### config.mk
export PLATFORM = sky130hd
export DESIGN_NAME = bsc_cell
export DESIGN_NICKNAME = d
export VERILOG_FILES = /design/src/bankers_safety_checker_unit_defines.svh /design/src/bsc_pkg.sv /design/src/bsc_cell.sv
export SDC_FILE = /design/constraint.sdc
export NUM_CORES = 1
export LEC_CHECK = 0
export ABC_AREA = 0
export BUFFER_PORTS_ARGS = -buffer_cell sky130_fd_sc_hd__buf_2
export CAP_MARGIN = 10
export CORE_UTILIZATION = 44
export DETAILED_ROUTE_END_ITERATION = 8
export GPL_TIMING_DRIVEN = 0
export MAX_ROUTING_LAYER = met4
export PLACE_DENSITY_LB_ADDON = 0.2
export REMOVE_ABC_BUFFERS = 1
export SETUP_SLACK_MARGIN = 0.15
export SLEW_MARGIN = 0
export SYNTH_ARGS = -nofsm -noshare
export SYNTH_HDL_FRONTEND = slang
export SYNTH_SLANG_ARGS = --single-unit
### constraint.sdc
create_clock -name clock -period 10.1 [get_ports clock]
set_clock_uncertainty 0.2 [all_clocks]
set_input_delay 2.02 -clock clock [delete_from_list [all_inputs] [get_ports clock]]
set_output_delay 2.02 -clock clock [all_outputs]
set_load 0.01 [all_outputs]
### src/bankers_safety_checker_unit_defines.svh
// Assertion helpers for the safety checker.
`ifndef BANKERS_SAFETY_CHECKER_UNIT_DEFINES_SVH
`define BANKERS_SAFETY_CHECKER_UNIT_DEFINES_SVH

// Checks that cons holds in the cycle after ante.
`define BSC_ASSERT_NEXT(lbl, ante, cons) \
   lbl: assert property (@(posedge clock) disable iff (reset) (ante) |=> (cons)) \
      else $error("bsc assertion failed");

// Checks that cons holds whenever ante holds.
`define BSC_ASSERT_SAME(lbl, ante, cons) \
   lbl: assert property (@(posedge clock) disable iff (reset) (ante) |-> (cons)) \
      else $error("bsc assertion failed");

`endif

### src/bsc_pkg.sv
package bsc_pkg;

   localparam int DefMaxProcesses = 8;
   localparam int DefMaxResources = 8;
   localparam int DefValueBits    = 16;

   localparam logic [2:0] REQ_LOAD_ALLOC = 3'd0;
   localparam logic [2:0] REQ_LOAD_MAX   = 3'd1;
   localparam logic [2:0] REQ_LOAD_AVAIL = 3'd2;
   localparam logic [2:0] REQ_CHECK      = 3'd3;
   localparam logic [2:0] REQ_ELEMENT    = 3'd4;

   localparam logic [1:0] STS_ACK    = 2'd0;
   localparam logic [1:0] STS_SEQ    = 2'd1;
   localparam logic [1:0] STS_UNSAFE = 2'd2;
   localparam logic [1:0] STS_DENIED = 2'd3;

   localparam logic [0:0] CSR_NUM_PROCESSES = 1'd0;
   localparam logic [0:0] CSR_NUM_RESOURCES = 1'd1;

   typedef enum logic [1:0] {
      ST_IDLE,
      ST_RCHECK,
      ST_SINIT,
      ST_SCAN
   } state_type;

   typedef struct packed {
      logic wr_alloc;
      logic wr_max;
      logic wr_avail;
      logic wr_req;
      logic clear_req;
      logic apply;
      logic load_work;
      logic add_work;
   } cell_ctrl_type;

endpackage

### src/bsc_cell.sv
module bsc_cell #(
   parameter int COL           = 0,
   parameter int MAX_PROCESSES = 8,
   parameter int MAX_RESOURCES = 8,
   parameter int VALUE_BITS    = 16
) (
   input  logic                                        clock,
   input  logic                                        reset,
   input  bsc_pkg::cell_ctrl_type                      ctrl,
   input  logic [$clog2(MAX_PROCESSES)-1:0]            row,
   input  logic [2:0]                                  col,
   input  logic [VALUE_BITS-1:0]                       value,
   input  logic [$clog2(MAX_RESOURCES+1)-1:0]          nr,
   input  logic                                        fits_in,
   input  logic                                        deny_in,
   output logic                                        fits_out,
   output logic                                        deny_out
);
   import bsc_pkg::*;

   localparam int WB = VALUE_BITS + $clog2(MAX_PROCESSES + 1);

   logic [VALUE_BITS-1:0] alloc_ff [MAX_PROCESSES];
   logic [VALUE_BITS-1:0] max_ff   [MAX_PROCESSES];
   logic [VALUE_BITS-1:0] avail_ff;
   logic [VALUE_BITS-1:0] req_ff;
   logic [WB-1:0]         work_ff;

   logic                         col_hit;
   logic                         en;
   logic signed [VALUE_BITS:0]   need;
   logic signed [WB:0]           need_x;
   logic signed [WB:0]           work_x;
   logic signed [VALUE_BITS:0]   req_x;

   always_comb begin
      col_hit  = (int'(col) == COL);
      en       = (COL < int'(nr));
      need     = signed'({1'b0, max_ff[row]}) - signed'({1'b0, alloc_ff[row]});
      need_x   = (WB+1)'(need);
      work_x   = signed'({1'b0, work_ff});
      req_x    = signed'({1'b0, req_ff});
      fits_out = fits_in && (!en || (need_x <= work_x));
      deny_out = deny_in || (en && ((req_x > need) || (req_ff > avail_ff)));
   end

   always_ff @(posedge clock) begin
      if (reset) begin
         for (int i = 0; i < MAX_PROCESSES; i++) begin
            alloc_ff[i] <= '0;
            max_ff[i]   <= '0;
         end
         avail_ff <= '0;
         req_ff   <= '0;
         work_ff  <= '0;
      end else begin
         if (ctrl.wr_alloc && col_hit) begin
            alloc_ff[row] <= value;
         end else if (ctrl.apply && en) begin
            alloc_ff[row] <= alloc_ff[row] + req_ff;
         end
         if (ctrl.wr_max && col_hit) begin
            max_ff[row] <= value;
         end
         if (ctrl.wr_avail && col_hit) begin
            avail_ff <= value;
         end else if (ctrl.apply && en) begin
            avail_ff <= avail_ff - req_ff;
         end
         if (ctrl.clear_req) begin
            req_ff <= '0;
         end else if (ctrl.wr_req && col_hit) begin
            req_ff <= value;
         end
         if (ctrl.load_work) begin
            work_ff <= WB'(avail_ff);
         end else if (ctrl.add_work && en) begin
            work_ff <= work_ff + WB'(alloc_ff[row]);
         end
      end
   end

endmodule

==> results.json <==
{
  "synth-main-ff-cell": "edfxtp_1",
  "fp.dieW_um": 200.4,
  "hold_viol": 0,
  "grt_pass1_wl_mm": 79.89,
  "vias_per_cell": 6.039,
  "ios": 40,
  "cp.required_ns": 7.88,
  "synthCells": 1684,
  "yosysUniqueCellTypes": 80,
  "syn_to_final_growth_pct": 12.18,
  "fp.dieH_um": 200.4,
  "final_antenna_net_count": 0,
  "seq_area_frac_synth_pct": 50.38,
  "crit_arrival_ns": 7.44,
  "route.final.wire_length_mm": 53.55,
  "fmax_mhz": 103.5,
  "r2r_cells": 11,
  "worstHoldPathType": "reg -> reg",
  "hold_start": "work_ff[18]",
  "slew_headroom_pct": 21.03,
  "cts_root_buf": "clkbuf_16",
  "detailed_place_hpwl_mm": 36.02,
  "grt_setup_unrepaired": "no",
  "fp.coreArea_um2": 38740,
  "path_class": "in -> out",
  "postSynthAreaPerCell_um2": 10.29,
  "start_kind": "primary input",
  "dp_slack_ns": -0.4805,
  "clkSlewWorstSetupHoldPaths_ns": 0.06,
  "wl_per_cell_um": 23.80,
  "worstSkewPairLatency_ns": 0.56,
  "cp-endpoint": "fits_out",
  "outcome": "completed",
  "initial_core_util_pct": 44.73,
  "dr.pass1.iters": 5,
  "fin_ws_ns": 0.4416,
  "r2r_start": "alloc_ff[0][1]",
  "drive_above_1_share_pct": 10.58,
  "grt_pass1_vias": 12877,
  "yosysWarnings": 0,
  "port_buffers": 39,
  "drc": 0,
  "fp-row-count": 72,
  "first_iter_violations": 1239,
  "vdd_drop_max_v": 0.00009282,
  "endpoint_kind": "primary output",
  "grt-ovfl-total": 0,
  "slew_violations": 0,
  "cts_tree": "yes",
  "gp_congestion": 0.9613,
  "period_needed_ns": 9.658,
  "p_per_area_nw_per_um2": 183.6,
  "die_area_um2": 40180,
  "nNetsFinal": 1848,
  "cts_buffer_depth": 3,
  "syn_area_um2": 17330,
  "fillCellCount": 3513,
  "power_mw": 3.569,
  "num_vias": 13588,
  "final-setup-viol-count": 0,
  "post-route-period-util_pct": 95.63,
  "worstSetupStartpoint": "row[1]",
  "reg2reg_to": "alloc_ff[4][15]",
  "cap_violations": 0,
  "final.setup.tns_ns": 0,
  "cts_buffers": 36,
  "async_reset_ff_share_pct": 0,
  "r2r_slack_ns": 5.80,
  "worst_pin_slew_ns": 1.185,
  "cts.sinks": 308,
  "synth_edf_count": 256,
  "power_leakage_nw": 7.317,
  "htree_num_levels": 2,
  "grt.total_usage_pct": 27.17,
  "grt_antenna_before_repair": 2,
  "ys_ff_latch": 308,
  "critPathMaxFanout": 12,
  "grt_start_max_net_pins": 57
}
-- worst min-delay path by stage --
stage | endpoint | depth (start not counted)
final | work_ff[18] | 2
after detailed placement | work_ff[18] | 2
after global routing | work_ff[16] | 2
after floorplan | work_ff[16] | 2
after global placement | work_ff[18] | 2
after CTS | work_ff[18] | 2
-- final cells by class --
class	count	area (um^2)	share of cell area, %
well taps	518	648.1	3.334
diodes	2	5.005	0.02575
inverters	82	314.1	1.616
clock buffers	45	944.7	4.860
repair buffers	78	608.1	3.128
multi-input cells	1200	8036	41.35
flip-flops and latches	308	8728	44.91
clock inverters	17	152.6	0.7853
-- worst max-delay path, stage by stage --
cell,delay (ns)
buf_2,0.30
clkinvlp_4,0.32
nor3_4,0.23
buf_6,0.19
buf_6,0.17
a22oi_1,0.11
nand3_2,0.19
ha_1,0.21
inv_1,0.06
fa_1,0.40
a21oi_1,0.16
nor2b_1,0.09
a311oi_2,0.39
a21oi_1,0.19
a21o_1,0.20
a21o_1,0.21
xor2_1,0.16
ha_1,0.30
a21o_1,0.18
a21o_1,0.16
a21oi_1,0.12
o21ai_0,0.17
a2111oi_0,0.52
o31a_1,0.22
buf_2,0.14
-- power breakdown --
group	switching (mW)	internal, mW	leakage (nW)	total, mW
Clock	0.533	0.716	0.532	1.25
Sequential	0.0315	1.45	2.96	1.48
Combinational	0.513	0.327	3.82	0.840
Total	1.08	2.49	7.32	3.57
-- per-stage QoR --
step / cells / util, % / cell area (um^2) / hold slack [ns]
floorplan: 1588 / - / 16930 / 0.2480
global placement: 2145 / 45.88 / 17770 / 0.2591
detailed placement: 2174 / 46.94 / 18180 / 0.2665
CTS: 2240 / 49.94 / 19350 / 0.2776
global route: 2250 / 50.18 / 19440 / 0.2961
finish: 2250 / 50.18 / 19440 / 0.2738
-- routing by layer --
metal	routed length (um)	vias to the layer above	GRT usage [%]	part of all wire, %
met2	24680	593	43.28	46
met5	0	-	-	0
li1	-	6194	-	-
met3	4344	109	4.432	8.1
met1	22560	6692	35.27	42
met4	1963	0	9.106	3.7
-- Yosys cell counts, drive strengths merged (3+ instances only) --
master | n | area [um^2]
edfxtp | 256 | 7687
nor2 | 201 | 754.5
and2 | 138 | 865.8
nand2 | 111 | 416.7
ha | 100 | 1251
a22oi | 95 | 713.2
inv | 81 | 304.0
a21oi | 76 | 402.9
clkbuf | 69 | 260.2
dfxtp | 52 | 1041
nand3 | 42 | 210.2
nor3 | 41 | 232.7
o21ai | 35 | 178.9
xnor2 | 31 | 271.5
a21o | 29 | 217.7
buf | 27 | 136.4
nor2b | 22 | 137.6
mux2i | 19 | 190.2
a31oi | 18 | 127.6
nand3b | 17 | 140.1
a211oi | 16 | 120.1
nand2b | 16 | 100.1
nand4 | 15 | 93.84
a221oi | 14 | 122.6
a22o | 14 | 122.6
and4 | 12 | 105.1
o21a | 12 | 90.09
or2 | 12 | 75.07
nor4 | 10 | 62.56
or3 | 10 | 62.56
and3 | 9 | 56.30
xor2 | 8 | 70.07
a311oi | 7 | 67.56
o211ai | 7 | 52.55
o21bai | 6 | 45.04
a2111oi | 5 | 46.30
o31a | 5 | 43.79
fa | 4 | 80.08
nor3b | 4 | 30.03
a21boi | 3 | 22.52
mux2 | 3 | 33.78
o22ai | 3 | 18.77
o31ai | 3 | 22.52
-- repair_timing --
item                                    CTS  global route
setup buffers                             3             6
gates cloned                              1             1
hold buffers                              0             0
resized for setup                         8             7
pin swaps                                 4             3
endpoints found under the setup margin    2             2
-- kinds of logic (layout without fill, tap and decap cells) --
kind of cell	Yosys count	after routing	synth area share, %
simple gates	667	669	19.68
fa+ha+maj	104	104	7.683
flops	308	308	50.38
other cells	0	2	0
mux	22	22	1.293
buf+inv	178	222	4.065
compound gates	366	366	14.93
xor+xnor	39	39	1.971
-- sequential cells by signal (all words and copies together) (netlist names) --
| register | flops |
|---|---|
| alloc_ff | 128 |
| max_ff | 128 |
| work_ff | 20 |
| avail_ff | 16 |
| req_ff | 16 |
-- placed cells by master (no fill, tap or decap), types with 41 or more instances in the layout --
master,synthesis,routed
a21oi_1,70,69
a22oi_1,95,95
and2_1,137,137
dfxtp_1,52,52
edfxtp_1,256,256
ha_1,100,100
inv_1,81,80
nand2_1,111,110
nand3_1,42,41
nor2_1,201,198
(Power assumes the default switching activity.)
